$ cat src/hw/rtl/cfa_pkg.sv
package cfa_pkg;

   // Register indexes on the configuration port
   localparam logic [1:0] CSR_BOX_EDGE  = 2'd0;
   localparam logic [1:0] CSR_STIFFNESS = 2'd1;
   localparam logic [1:0] CSR_DAMPING   = 2'd2;

   // Register reset values
   localparam logic [30:0] BOX_EDGE_RST  = 31'd65536;
   localparam logic [15:0] STIFFNESS_RST = 16'd10000;
   localparam logic [15:0] DAMPING_RST   = 16'd30;

   // Iteration counts of the root steps and the shared divide steps
   localparam int SQRT_STEPS = 32;
   localparam int DIV_STEPS  = 35;

   // Datapath operations
   typedef enum logic [4:0] {
      OP_NONE,
      OP_LOAD,
      OP_SQ,
      OP_R2,
      OP_SQRT_INIT,
      OP_SQRT_STEP,
      OP_CLR_VR,
      OP_MUL_V,
      OP_MUL_Q,
      OP_MUL_W,
      OP_DIV_STEP,
      OP_ACC_VR,
      OP_SAVE_Q,
      OP_FMUL,
      OP_FSUB,
      OP_SUM,
      OP_EMIT
   } dp_op_type;

   typedef struct packed {
      dp_op_type  op;
      logic [1:0] axis;
   } dp_cmd_type;

   typedef struct packed {
      logic skip;
      logic last;
      logic no_contact;
      logic d_zero;
      logic out_busy;
   } dp_status_type;

   typedef enum logic [4:0] {
      S_IDLE,
      S_SQ,
      S_CHECK,
      S_SQRT,
      S_ZCHK,
      S_VMUL,
      S_VDIV,
      S_VACC,
      S_QMUL,
      S_QDIV,
      S_QSAVE,
      S_WMUL,
      S_WDIV,
      S_FMUL,
      S_FSUB,
      S_FSUM,
      S_DONE
   } ctrl_state_type;

endpackage

$ cat src/hw/rtl/cfa_ctrl.sv
module cfa_ctrl (
   input  logic                   clock,
   input  logic                   reset,
   input  logic                   req_tvalid,
   output logic                   req_tready,
   output cfa_pkg::dp_cmd_type    cmd,
   input  cfa_pkg::dp_status_type status
);
   import cfa_pkg::*;

   localparam logic [5:0] SQRT_LAST = 6'(SQRT_STEPS - 1);
   localparam logic [5:0] DIV_LAST  = 6'(DIV_STEPS - 1);

   ctrl_state_type state_ff, state_in;
   logic [5:0]     cnt_ff, cnt_in;
   logic [1:0]     axis_ff, axis_in;

   // State register
   always_ff @(posedge clock) begin
      if (reset) begin
         state_ff <= S_IDLE;
         cnt_ff   <= '0;
         axis_ff  <= '0;
      end else begin
         state_ff <= state_in;
         cnt_ff   <= cnt_in;
         axis_ff  <= axis_in;
      end
   end

   // Sequence one neighbour through the datapath
   always_comb begin
      state_in   = state_ff;
      cnt_in     = cnt_ff;
      axis_in    = axis_ff;
      cmd.op     = OP_NONE;
      cmd.axis   = axis_ff;
      req_tready = 1'b0;
      case (state_ff)
         S_IDLE: begin
            req_tready = 1'b1;
            if (req_tvalid) begin
               cmd.op   = OP_LOAD;
               axis_in  = 2'd0;
               state_in = S_SQ;
            end
         end
         S_SQ: begin
            if (status.skip) begin
               state_in = S_DONE;
            end else if (axis_ff == 2'd3) begin
               cmd.op   = OP_R2;
               state_in = S_CHECK;
            end else begin
               cmd.op  = OP_SQ;
               axis_in = axis_ff + 2'd1;
            end
         end
         S_CHECK: begin
            if (status.no_contact) begin
               state_in = S_DONE;
            end else begin
               cmd.op   = OP_SQRT_INIT;
               cnt_in   = '0;
               state_in = S_SQRT;
            end
         end
         S_SQRT: begin
            cmd.op = OP_SQRT_STEP;
            if (cnt_ff == SQRT_LAST) begin
               cnt_in   = '0;
               state_in = S_ZCHK;
            end else begin
               cnt_in = cnt_ff + 6'd1;
            end
         end
         S_ZCHK: begin
            if (status.d_zero) begin
               state_in = S_DONE;
            end else begin
               cmd.op   = OP_CLR_VR;
               axis_in  = 2'd0;
               state_in = S_VMUL;
            end
         end
         S_VMUL: begin
            cmd.op   = OP_MUL_V;
            cnt_in   = '0;
            state_in = S_VDIV;
         end
         S_VDIV: begin
            cmd.op = OP_DIV_STEP;
            if (cnt_ff == DIV_LAST) begin
               state_in = S_VACC;
            end else begin
               cnt_in = cnt_ff + 6'd1;
            end
         end
         S_VACC: begin
            cmd.op = OP_ACC_VR;
            if (axis_ff == 2'd2) begin
               axis_in  = 2'd0;
               state_in = S_QMUL;
            end else begin
               axis_in  = axis_ff + 2'd1;
               state_in = S_VMUL;
            end
         end
         S_QMUL: begin
            cmd.op   = OP_MUL_Q;
            cnt_in   = '0;
            state_in = S_QDIV;
         end
         S_QDIV: begin
            cmd.op = OP_DIV_STEP;
            if (cnt_ff == DIV_LAST) begin
               state_in = S_QSAVE;
            end else begin
               cnt_in = cnt_ff + 6'd1;
            end
         end
         S_QSAVE: begin
            cmd.op   = OP_SAVE_Q;
            state_in = S_WMUL;
         end
         S_WMUL: begin
            cmd.op   = OP_MUL_W;
            cnt_in   = '0;
            state_in = S_WDIV;
         end
         S_WDIV: begin
            cmd.op = OP_DIV_STEP;
            if (cnt_ff == DIV_LAST) begin
               state_in = S_FMUL;
            end else begin
               cnt_in = cnt_ff + 6'd1;
            end
         end
         S_FMUL: begin
            cmd.op   = OP_FMUL;
            state_in = S_FSUB;
         end
         S_FSUB: begin
            cmd.op   = OP_FSUB;
            state_in = S_FSUM;
         end
         S_FSUM: begin
            cmd.op = OP_SUM;
            if (axis_ff == 2'd2) begin
               state_in = S_DONE;
            end else begin
               axis_in  = axis_ff + 2'd1;
               state_in = S_QMUL;
            end
         end
         S_DONE: begin
            // Hold a last item until the result register is free
            if (!status.last) begin
               state_in = S_IDLE;
            end else if (!status.out_busy) begin
               cmd.op   = OP_EMIT;
               state_in = S_IDLE;
            end
         end
         default: begin
            state_in = S_IDLE;
         end
      endcase
   end

   a_emit_free: assert property (@(posedge clock) disable iff (reset)
      cmd.op == OP_EMIT |-> !status.out_busy)
      else $error("result issued into a busy output register");

   a_accept_starts: assert property (@(posedge clock) disable iff (reset)
      req_tvalid && req_tready |=> state_ff == S_SQ && axis_ff == 2'd0)
      else $error("accepted item did not start");

   a_sqrt_len: assert property (@(posedge clock) disable iff (reset)
      state_ff == S_SQRT && cnt_ff == SQRT_LAST |=> state_ff == S_ZCHK)
      else $error("root iteration count wrong");

endmodule
$ cat config.mk
export PLATFORM = sky130hd
export DESIGN_NAME = cfa_ctrl
export DESIGN_NICKNAME = d
export VERILOG_FILES = /design/src/hw/rtl/cfa_pkg.sv /design/src/hw/rtl/cfa_ctrl.sv
export SDC_FILE = /design/constraint.sdc
export NUM_CORES = 1
export LEC_CHECK = 0
export ABC_AREA = 1
export BUFFER_PORTS_ARGS = -buffer_cell sky130_fd_sc_hd__buf_4
export CORE_MARGIN = 2
export CORE_UTILIZATION = 46
export CTS_CLUSTER_DIAMETER = 120
export DETAILED_ROUTE_END_ITERATION = 8
export PLACE_DENSITY = 0.76
export SYNTH_ARGS = -nofsm -noshare
export SYNTH_HDL_FRONTEND = slang
export SYNTH_SLANG_ARGS = --single-unit
$ cat constraint.sdc
create_clock -name clock -period 1.7 [get_ports clock]
set_clock_uncertainty 0.05 [all_clocks]
set_input_delay 0.51 -clock clock [delete_from_list [all_inputs] [get_ports clock]]
set_output_delay 0.51 -clock clock [all_outputs]
set_load 0.05 [all_outputs]
# --- Word-level counts from Yosys, hierarchy flattened ---
# Cells that the tools add are included.
totals:
  regBits: 13
  in_bits: 8
  wordCells: 80
op_classes:
  n_addsub: 2
  n_eq_ne: 33
  mux: 34
  n_reduce_logical: 8
ops:
  columns: ["cell", "n"]
  rows:
  - ["$pmux 5 s17", 1]
  - ["$pmux 5 s15", 1]
  - ["$mux 5", 14]
  - ["$eq 5x4->1 const B", 8]
  - ["$pmux 6 s4", 1]
  - ["$ne 2x2->1 const B", 11]
  - ["$eq 5x3->1 const B", 4]
  - ["$mux 6", 3]
  - ["$mux 2", 7]
  - ["$eq 5x2->1 const B", 2]
  - ["$pmux 2 s5", 1]
  - ["$reduce_and 7->1", 1]
  - ["$add 6x1->6 const B", 1]
  - ["$eq 6x5->1 const B", 1]
  - ["$eq 6x6->1 const B", 1]
  - ["$mux 3", 2]
  - ["$ne 3x3->1 const B", 2]
  - ["$reduce_and 6->1", 1]
  - ["$reduce_or 3->1", 2]
  - ["$eq 5x1->1 const B", 1]
  - ["$eq 5x5->1 const B", 1]
  - ["$logic_not 5->1", 1]
  - ["$reduce_bool 5->1", 1]
  - ["$eq 2x2->1 const B", 2]
  - ["other kinds (5)", 7]

# --- Depth between registers and ports, before layout ---
logic_depth:
  depth_word: 4
  ltp_mapped: 11
  depth_no_buf: 11

# --- Worst setup path after synthesis ---
# Ideal clock, no wire load.
synth_path:
  path_type: "reg-to-output"
  startpoint: "register state_ff[0]"
  endpoint: "output port cmd[6] (netlist name)"
  arrival_ps: 1861
  setup_slack_ps: -721
  path_stages_with_launch: 5
  n_path_buf: 1
  cell_sequence: "dfxtp_1 > buf_6 > nor2_2 > nand3_1 > nor3b_1"
synth_lines:
  columns: ["item", "line", "source"]
  rows:
  - ["from (decl)", "cfa_ctrl.sv:14", "ctrl_state_type state_ff, state_in;"]
  - ["from (signal assigned)", "cfa_ctrl.sv:25", "state_ff <= state_in;"]
  - ["to (decl)", "cfa_ctrl.sv:6", "output cfa_pkg::dp_cmd_type cmd,"]

==> impl_metrics.tcl <==
set metrics [dict create \
    status "finished, violations left" \
    violations "negative setup slack" \
    syn_inst 217 \
    r2r_end "cnt_ff[1]" \
    yosysMostFrequentCell "nand2_1" \
    leakagePower_nw 1.06 \
    cts_root_buf "clkbuf_4" \
    finalSetupViolCount 8 \
    cp.required_ns 1.14 \
    fin_hold_ws_ns 0.379 \
    setup_ws_ns -0.373 \
    gp_congestion 0.875 \
    synth_async_sr_flop_share_pct 0 \
    timing.rr.start "state_ff[4]" \
    fillerInstances 207 \
    path_clk_slew_ns 0.07 \
    synth_top_area_share_pct 20.3 \
    rows 19 \
    die_w_um 56.8 \
    synthTopCellsByCount "nand2_1 (52), nor2_1 (47), inv_1 (24)" \
    syn_area_per_cell_um2 5.90 \
    area_growth_pct 62.8 \
    pin_count 16 \
    ys_ff_latch 13 \
    final.period_utilization_pct 122 \
    syn-cell-area_um2 1280 \
    clockBufferDepth 2 \
    worstSetupPathType "flop to output port" \
    ys.flop_type "dfxtp_1" \
    ant_nets 0 \
    crit_end "cmd[5]" \
    vdd_drop_max_mv 1.70 \
    critical_path.startpoint_type "flop" \
    grt_pass1_vias 1588 \
    slew_headroom_pct 79.6 \
    cts-buffers-inserted 3 \
    syn-num-nets 231 \
    grt_pass1_wl_mm 6.94 \
    synth_edf_count 0 \
    fmax_ghz 0.482 \
    cts_sinks 13 \
    yosysWarningCount 0 \
    worst_r2r_path_depth 12 \
    grt_max_degree 10 \
    drtIter0Drc 94 \
    crit_start "state_ff[4]" \
    die_h_um 56.8 \
    max_cap_viol_count 0 \
    crit_path_end_kind "output port" \
    min_path_type "input port to flop" \
    synth.distinct_cells 27 \
    r2r_slack_ns -0.05 \
    synth.largest_area_cell "dfxtp_1" \
    pre_cts_slack_ns -0.191 \
    drcViolationCount 0 \
    dp_hpwl_mm 3.08 \
    h-tree-depth 1 \
    arrival_ns 1.51 \
    die_area_um2 3220 \
    power_density_nw_per_um2 1370 \
    cts-hold-fix-buffers 0 \
    io_buffers 15 \
    drive_above_1_share_pct 45.2 \
    cts_tree "built" \
    diodes 0 \
    via_count 1687 \
    finalHoldViolCount 0 \
    cp_max_fo 8 \
    synth_area_leaders "dfxtp_1 (20%), nand2_1 (15%), nor2_1 (14%), inv_1 (7.0%), nand3_1 (6.6%)" \
    viasPerCell 5.26 \
    grtUsageTotal_pct 27.4 \
    fin_crit_ns 2.07 \
    floorplan.initialDensity_pct 47.2 \
    yosysSeqAreaShare_pct 20.3 \
    rsz0062_at_grt "true" \
    clkLatencyLatePin_ns 0.27 \
    drt_wl_total_mm 4.27 \
    slew_viol_final 0 \
    core_um2 2710 \
    grt_antenna_before_repair 0 \
    worst_pin_slew_ns 0.304 \
    grt_remaining_overflow 0 \
    wire_per_inst_um 13.3 \
    nNetsFinal 305 \
    firstDrtPassIters 4 \
]
[per-stage QoR]
stage / cell area (um2) / setup TNS (ns) / utilization [%] / std cells / total power, mW
after floorplan: 1330 / -1.16 / - / 217 / 1.69
after global placement: 1770 / -0.542 / 65.2 / 301 / 2.28
after detailed placement: 1770 / -0.678 / 65.2 / 301 / 2.31
after CTS: 2000 / -1.90 / 73.9 / 317 / 2.71
after global routing: 2080 / -3.11 / 76.9 / 321 / 3.07
final: 2080 / -2.03 / 76.9 / 321 / 2.85
[critical path, stage by stage (launching register included)]
cell and delay (ns):
dfxtp_4 0.37, inv_4 0.11, nand3_1 0.15, buf_4 0.18
nor2_4 0.13, nor2_4 0.04, nand4_1 0.09, buf_6 0.16
[layer usage]
layer / share of wire (%) / vias up / track usage [%]
li1: - / 847 / -
met1: 44 / 768 / 37.9
met2: 48 / 63 / 44.7
met3: 6.4 / 9 / 3.23
met4: 1.7 / 0 / 7.97
met5: 0 / - / 0
[sequential cells by signal, summed over array words and instances (netlist names)]
signal,flops
axis_ff,2
cnt_ff,6
state_ff,5
[how the worst min path moves through the flow]
stage / start / slack [ns] / to / cells after the start
floorplan: cnt_ff[4] / 0.40 / cnt_ff[4] / 2
detailed placement: cnt_ff[4] / 0.42 / cnt_ff[4] / 2
finish: reset / 0.38 / state_ff[4] / 2
CTS: reset / 0.36 / state_ff[4] / 2
global route: reset / 0.37 / state_ff[4] / 2
global placement: cnt_ff[4] / 0.41 / cnt_ff[4] / 2
[cell families (layout without fill, tap and decap cells)]
kind of cell / after synthesis / after routing / synth area share, %
AND/OR/NAND/NOR: 145 / 145 / 53.2
buffers and inverters: 32 / 105 / 9.97
AO/OA/AOI/OAI: 20 / 20 / 9.97
flip-flops: 13 / 13 / 20.3
adder cells (fa/ha/maj): 6 / 6 / 5.86
XOR/XNOR: 1 / 1 / 0.684
[repair_timing]
action	CTS	global route
resized for setup	37	16
pin swaps	11	8
setup endpoints to repair	7	16
buffers inserted	12	4
[cells in the final DEF (no fill, tap or decap), types with 6 or more instances in the layout]
cell	synthesis	layout
buf_4	0	62
buf_6	1	7
ha_1	6	6
inv_1	24	19
inv_2	6	7
nand2_1	52	45
nand2_4	2	6
nand3_1	17	14
nand4_1	6	6
nor2_1	47	38
nor2_2	3	7
nor2_4	3	8
o21ai_0	8	6
[cell type report]
cell class              instances  area (um2)  share of cell area [%]
inverters                      31         128                    6.13
repair buffers                 70         559                    26.8
multi-input cells             172        1050                    50.3
well taps                      31        38.8                    1.86
flip-flops and latches         13         283                    13.6
clock buffers                   4        26.3                    1.26
[where the power goes]
part	internal (mW)	switching, mW	total, mW
Combinational	0.870	1.20	2.07
Sequential	0.426	0.171	0.597
Clock	0.0910	0.0957	0.187
Total	1.39	1.47	2.85
(Power assumes the default switching activity.)
